==> config.mk <==
export PLATFORM = sky130hd
export DESIGN_NAME = cpb_mul
export DESIGN_NICKNAME = d
export VERILOG_FILES = /design/src/cpb_pkg.sv /design/src/cpb_mul.sv
export SDC_FILE = /design/constraint.sdc
export NUM_CORES = 2
export LEC_CHECK = 0
export ABC_AREA = 1
export CAP_MARGIN = 10
export CORE_AREA = 2 2 278 280
export CTS_CLUSTER_DIAMETER = 100
export DETAILED_ROUTE_END_ITERATION = 7
export DIE_AREA = 0 0 280 282
export DONT_BUFFER_PORTS = 1
export MAX_ROUTING_LAYER = met4
export PLACE_DENSITY = 0.77
export SLEW_MARGIN = 25
export SYNTH_ARGS = -nofsm -noshare
export SYNTH_HDL_FRONTEND = slang
export SYNTH_SLANG_ARGS = --single-unit
==> constraint.sdc <==
create_clock -name clk -period 7.28 [get_ports clk]
set_clock_uncertainty 0.2 [all_clocks]
set_input_delay 0.364 -clock clk [delete_from_list [all_inputs] [get_ports clk]]
set_output_delay 0.364 -clock clk [all_outputs]
set_load 0.01 [all_outputs]
==> src/cpb_pkg.sv <==
`timescale 1ns / 1ps

package cpb_pkg;

    // fixed field and register geometry
    localparam int IN_W       = 32;
    localparam int RES_W      = 32;
    localparam int REG_W      = 64;
    localparam int HALF_W     = 32;
    localparam int NUM_REGS   = 6;
    localparam int IDX_W      = 3;

    // fixed-point alignment
    localparam int FRAC_SHIFT = 16;
    localparam int TERM_SHIFT = 32;

    // multiplier slicing and depth
    localparam int MUL_CHUNK  = 32;
    localparam int MUL_LAT    = 4;

    typedef enum logic
    {
        CMD_PROJECT     = 1'b0,
        CMD_BACKPROJECT = 1'b1
    } cmd_t;

    typedef enum logic [1:0]
    {
        STATUS_OK   = 2'd0,
        STATUS_ZERO = 2'd1,
        STATUS_SAT  = 2'd2
    } status_t;

    typedef struct packed
    {
        cmd_t                    cmd;
        logic signed [IN_W-1:0]  coord_a;
        logic signed [IN_W-1:0]  coord_b;
        logic signed [IN_W-1:0]  coord_c;
        logic signed [IN_W-1:0]  coord_w;
    } req_t;

    typedef struct packed
    {
        logic signed [RES_W-1:0] result_a;
        logic signed [RES_W-1:0] result_b;
        status_t                 status;
    } rsp_t;

endpackage

==> src/cpb_mul.sv <==
`timescale 1ns / 1ps

module cpb_mul #(
    parameter int A_W = 32,
    parameter int B_W = 32
) (
    input  logic                   clk,
    input  logic signed [A_W-1:0]  a,
    input  logic signed [B_W-1:0]  b,
    output logic signed [A_W+B_W-1:0] p
);
    import cpb_pkg::*;

    localparam int CH  = MUL_CHUNK;
    localparam int NA  = (A_W + CH - 1) / CH;
    localparam int NB  = (B_W + CH - 1) / CH;
    localparam int RW  = (NB + 1) * CH;
    localparam int TW  = (NA + NB) * CH;
    localparam int PW  = A_W + B_W;

    logic [A_W-1:0]     am_next;
    logic [B_W-1:0]     bm_next;
    logic [NA*CH-1:0]   am_reg;
    logic [NB*CH-1:0]   bm_reg;
    logic               neg1_reg, neg2_reg, neg3_reg;
    logic [2*CH-1:0]    pp_reg [NA][NB];
    logic [RW-1:0]      row_next [NA];
    logic [RW-1:0]      row_reg [NA];
    logic [TW-1:0]      tot_next;
    logic [PW-1:0]      mag;
    logic signed [PW-1:0] p_reg;

    // magnitudes
    always_comb
    begin
        am_next = a[A_W-1] ? ($unsigned(~a) + 1'b1) : $unsigned(a);
        bm_next = b[B_W-1] ? ($unsigned(~b) + 1'b1) : $unsigned(b);
    end

    always_ff @(posedge clk)
    begin
        am_reg   <= (NA*CH)'(am_next);
        bm_reg   <= (NB*CH)'(bm_next);
        neg1_reg <= a[A_W-1] ^ b[B_W-1];
    end

    // 32x32 partial products
    always_ff @(posedge clk)
    begin
        for (int i = 0; i < NA; i++)
        begin
            for (int j = 0; j < NB; j++)
            begin
                pp_reg[i][j] <= am_reg[i*CH +: CH] * bm_reg[j*CH +: CH];
            end
        end
        neg2_reg <= neg1_reg;
    end

    // row sums
    always_comb
    begin
        for (int i = 0; i < NA; i++)
        begin
            row_next[i] = '0;
            for (int j = 0; j < NB; j++)
            begin
                row_next[i] = row_next[i] + (RW'(pp_reg[i][j]) << (CH * j));
            end
        end
    end

    always_ff @(posedge clk)
    begin
        for (int i = 0; i < NA; i++)
        begin
            row_reg[i] <= row_next[i];
        end
        neg3_reg <= neg2_reg;
    end

    // final sum and sign
    always_comb
    begin
        tot_next = '0;
        for (int i = 0; i < NA; i++)
        begin
            tot_next = tot_next + (TW'(row_reg[i]) << (CH * i));
        end
        mag = PW'(tot_next);
    end

    always_ff @(posedge clk)
    begin
        p_reg <= neg3_reg ? -$signed(mag) : $signed(mag);
    end

    assign p = p_reg;

endmodule

==> impl_results.md <==
* Uppermost layer routed: met4
* Diodes inserted at 0
* Post-synth top area share at between 30% and 40%
* Routed vias at between 30,000 and 40,000
* Outcome: complete, no violations
* CP arrival at 7.29 ns
* CTS tree: yes
* Startpoint of the worst hold path: a[8]
* Post-Place Cells at about 7,000
* PortBufs at 0
* DRC Markers at 0
* Area after DPL at 47,210 sq um
* Total negative slack at 0 ns
* Initial Utilization at approximately 60%
* Overall Global Routing Usage at between 30% and 40%
* Seq/Total Area, Yosys at 11.45%
* Max-slew headroom at a little over a quarter
* Wirelength per Cell at approximately 18 um
* Clock root cell: clkbuf_16
* Largest net degree at the start of global routing at 60
* Die X at roughly 280 um
* Met1 Routed Length at ~48 mm
* Clock-pin slew on the worst setup and hold paths at about 0.07 ns
* Critical Path Start Type: register
* Async set-reset flop share out of synthesis at 0%
* GP Congestion at slightly above 1
* Count of state elements after synthesis at 259
* Met2 WL post-DR at ~60 mm
* Met3 wire length at roughly 13 mm
* First-pass GRT wire length at around 200 mm
* Commonest non-fill, non-tap cell in the layout: inv_1
* Via density at about 5.3
* Routed WL at ~130 mm
* Critical R2R Launch: am_reg[23]
* DRT iter0 DRCs at roughly 3,100
* Critical path type: reg -> reg
* CP Data Required Time at 7.54 ns
* Syn Inst Count at slightly above 6,000
* Number of synthesized flops with an enable pin at 0
* ANT nets after route at 0
* Worst skew pair latency at ~0.58 ns
* Drt first pass iters at 6
* NumNets Final at about 7,300
* Measured slew at the worst slew-check pin at 1.084 ns
* Pre-CTS setup slack at just under 0.09 ns
* Total grt overflow at 0
* Type of the most critical hold path: in -> reg
* Worst r2r dst: pp_reg[0][62]
* Die ar. at around 79,000 sq um
* Area growth, synth to finish at 8.972%
* Fin. max-slew vios at 0
* R2R setup slack at around 0.25 ns
* Crit share post-route at 96.58%
* Crit path from: am_reg[23]
* Most frequent cells in the layout: inv_1 (1,862), nand2_1 (1,802), fa_1 (896)
* Initial antenna violation count at 0
* Die Span Y at 282 um
* Vias in the first global route at ~40,000
* Detail Placement HPWL at slightly above 100 mm
* Cell variety after synth at 40
* Clock buffer depth at 3
* Post-route insts no fill at 7,109
* Ranking of synthesized cells by area: fa_1 (40%), inv_1 (15%), nand2_1 (15%)
* Syn avg cell area at 7.488 sq um
* Hold depth at 4
* Setup violators final at 0
* CP endpoint kind: register
* Tmin final at 7.031 ns
* Layout cells sized above 1 at around 4.2%
* Final Worst Setup Slack at 0.2488 ns
* Design area at roughly 49,000 sq um
* Yosys top cell by area: fa_1
* Row cnt at roughly 100
* Post-synthesis cell area at between 40,000 and 50,000 sq um
* YS warnings at 0
* Syn nets at ~7,300
* # IOs at 129
* Final hold vios at 0
* # clock sinks at ~260
* Unrepaired setup endpoints after global routing: no
* Core ar. at 75,700 sq um
* Synth Flop Type: dfxtp_1
* End of the worst hold path: am_reg[9]
* Reported max-cap violation count at 0
* FMAX at ~0.14 GHz
* Worst Path Max Fanout at 18
* H-tree levels at 1
* TritonCTS Buffers at 26
* Worst reg2reg path depth at 21
## Yosys cell counts, types with 2 or more instances
cell type  count
nor3b_1        3
a31oi_1        5
and2_1         2
clkbuf_1     201
o21ai_2        6
nand3_2        4
xnor2_1       18
o21ai_0       34
o21ai_1        3
o211ai_1       2
inv_2          3
a21oi_1       54
xor2_1       114
nor2_1       246
nand4_1       50
nor3_4         2
fa_1         896
ha_1         266
nand3_1      117
buf_2          4
o21bai_1      13
nand2_2       10
or2_2          2
o31ai_1        3
and3_1         2
buf_1          2
inv_1       1862
nand2_1     1802
dfxtp_1      259
nand3b_1       6
nor2_2        18
nand4_2        2
nor3_1        21
nor2_4         5
nand2_4        3
or2_1          2
## kinds of logic (layout without fill, tap and decap cells)
family                     after synthesis  in the layout  share of synthesized area, %
AOI/OAI and AO/OA                      121            121                         1.523
and+or+nand+nor                       2299           2299                         20.30
adders and majority gates             1162           1162                         46.97
xor gates and xnor gates               132            132                         2.554
DFF                                    259            259                         11.45
buffers and inverters                 2073           2158                         17.20
## how the worst max path moves through the flow
stage / endpoint / cells past startpoint / slack [ns]
after floorplan: pp_reg[0][62] / 25 / 0.96
after global placement: pp_reg[0][62] / 26 / 0.13
after detailed placement: pp_reg[0][59] / 24 / 0.09
after CTS: pp_reg[0][62] / 26 / 0.06
after global routing: pp_reg[0][63] / 24 / 0.0002
final: pp_reg[0][62] / 21 / 0.25
## worst max-delay path, cell delays in order (launching register included)
cell,delay (ns)
dfxtp_1,0.62
buf_4,0.38
nand2_1,0.13
fa_1,0.51
fa_1,0.54
inv_1,0.05
fa_1,0.49
fa_1,0.58
fa_1,0.44
fa_1,0.52
fa_1,0.48
ha_1,0.32
ha_1,0.44
nand2_1,0.13
nor2_1,0.22
inv_1,0.11
nor2_2,0.18
nand2_1,0.09
nor4_1,0.19
nand2_1,0.11
nand3_1,0.08
nand2_1,0.05
## what timing repair did
action	4_1_cts	5_1_grt
resized for setup	0	16
endpoints found under the setup margin	0	35
setup buffers	0	0
endpoints found under the hold margin	65	0
hold buffers	105	0
## layout make-up
cell class / count / area [sq um]
multi-input combinational: 3714 / 32300
fill: 6245 / 26370
inverter: 1866 / 7004
sequential: 259 / 5205
timing repair buffer: 244 / 2549
tap: 978 / 1224
clock buffer: 27 / 664.4
clock inverter: 21 / 386.6
## through the flow
step                      util, %  hold slack (ns)
final                       65.17          0.04140
after global routing        65.17          0.08633
after CTS                   65.14         0.005346
after detailed placement    62.36           0.1121
after global placement      62.36           0.1106
after floorplan                 -           0.1096
## metal layers
layer	track usage (%)	up-vias
met5	-	-
met4	13.45	0
met3	5.610	485
met2	56.18	2058
met1	42.06	18038
li1	-	16950
Power is not shown: default switching activity piles up to over one toggle a cycle in this logic, so the estimate is an artifact.
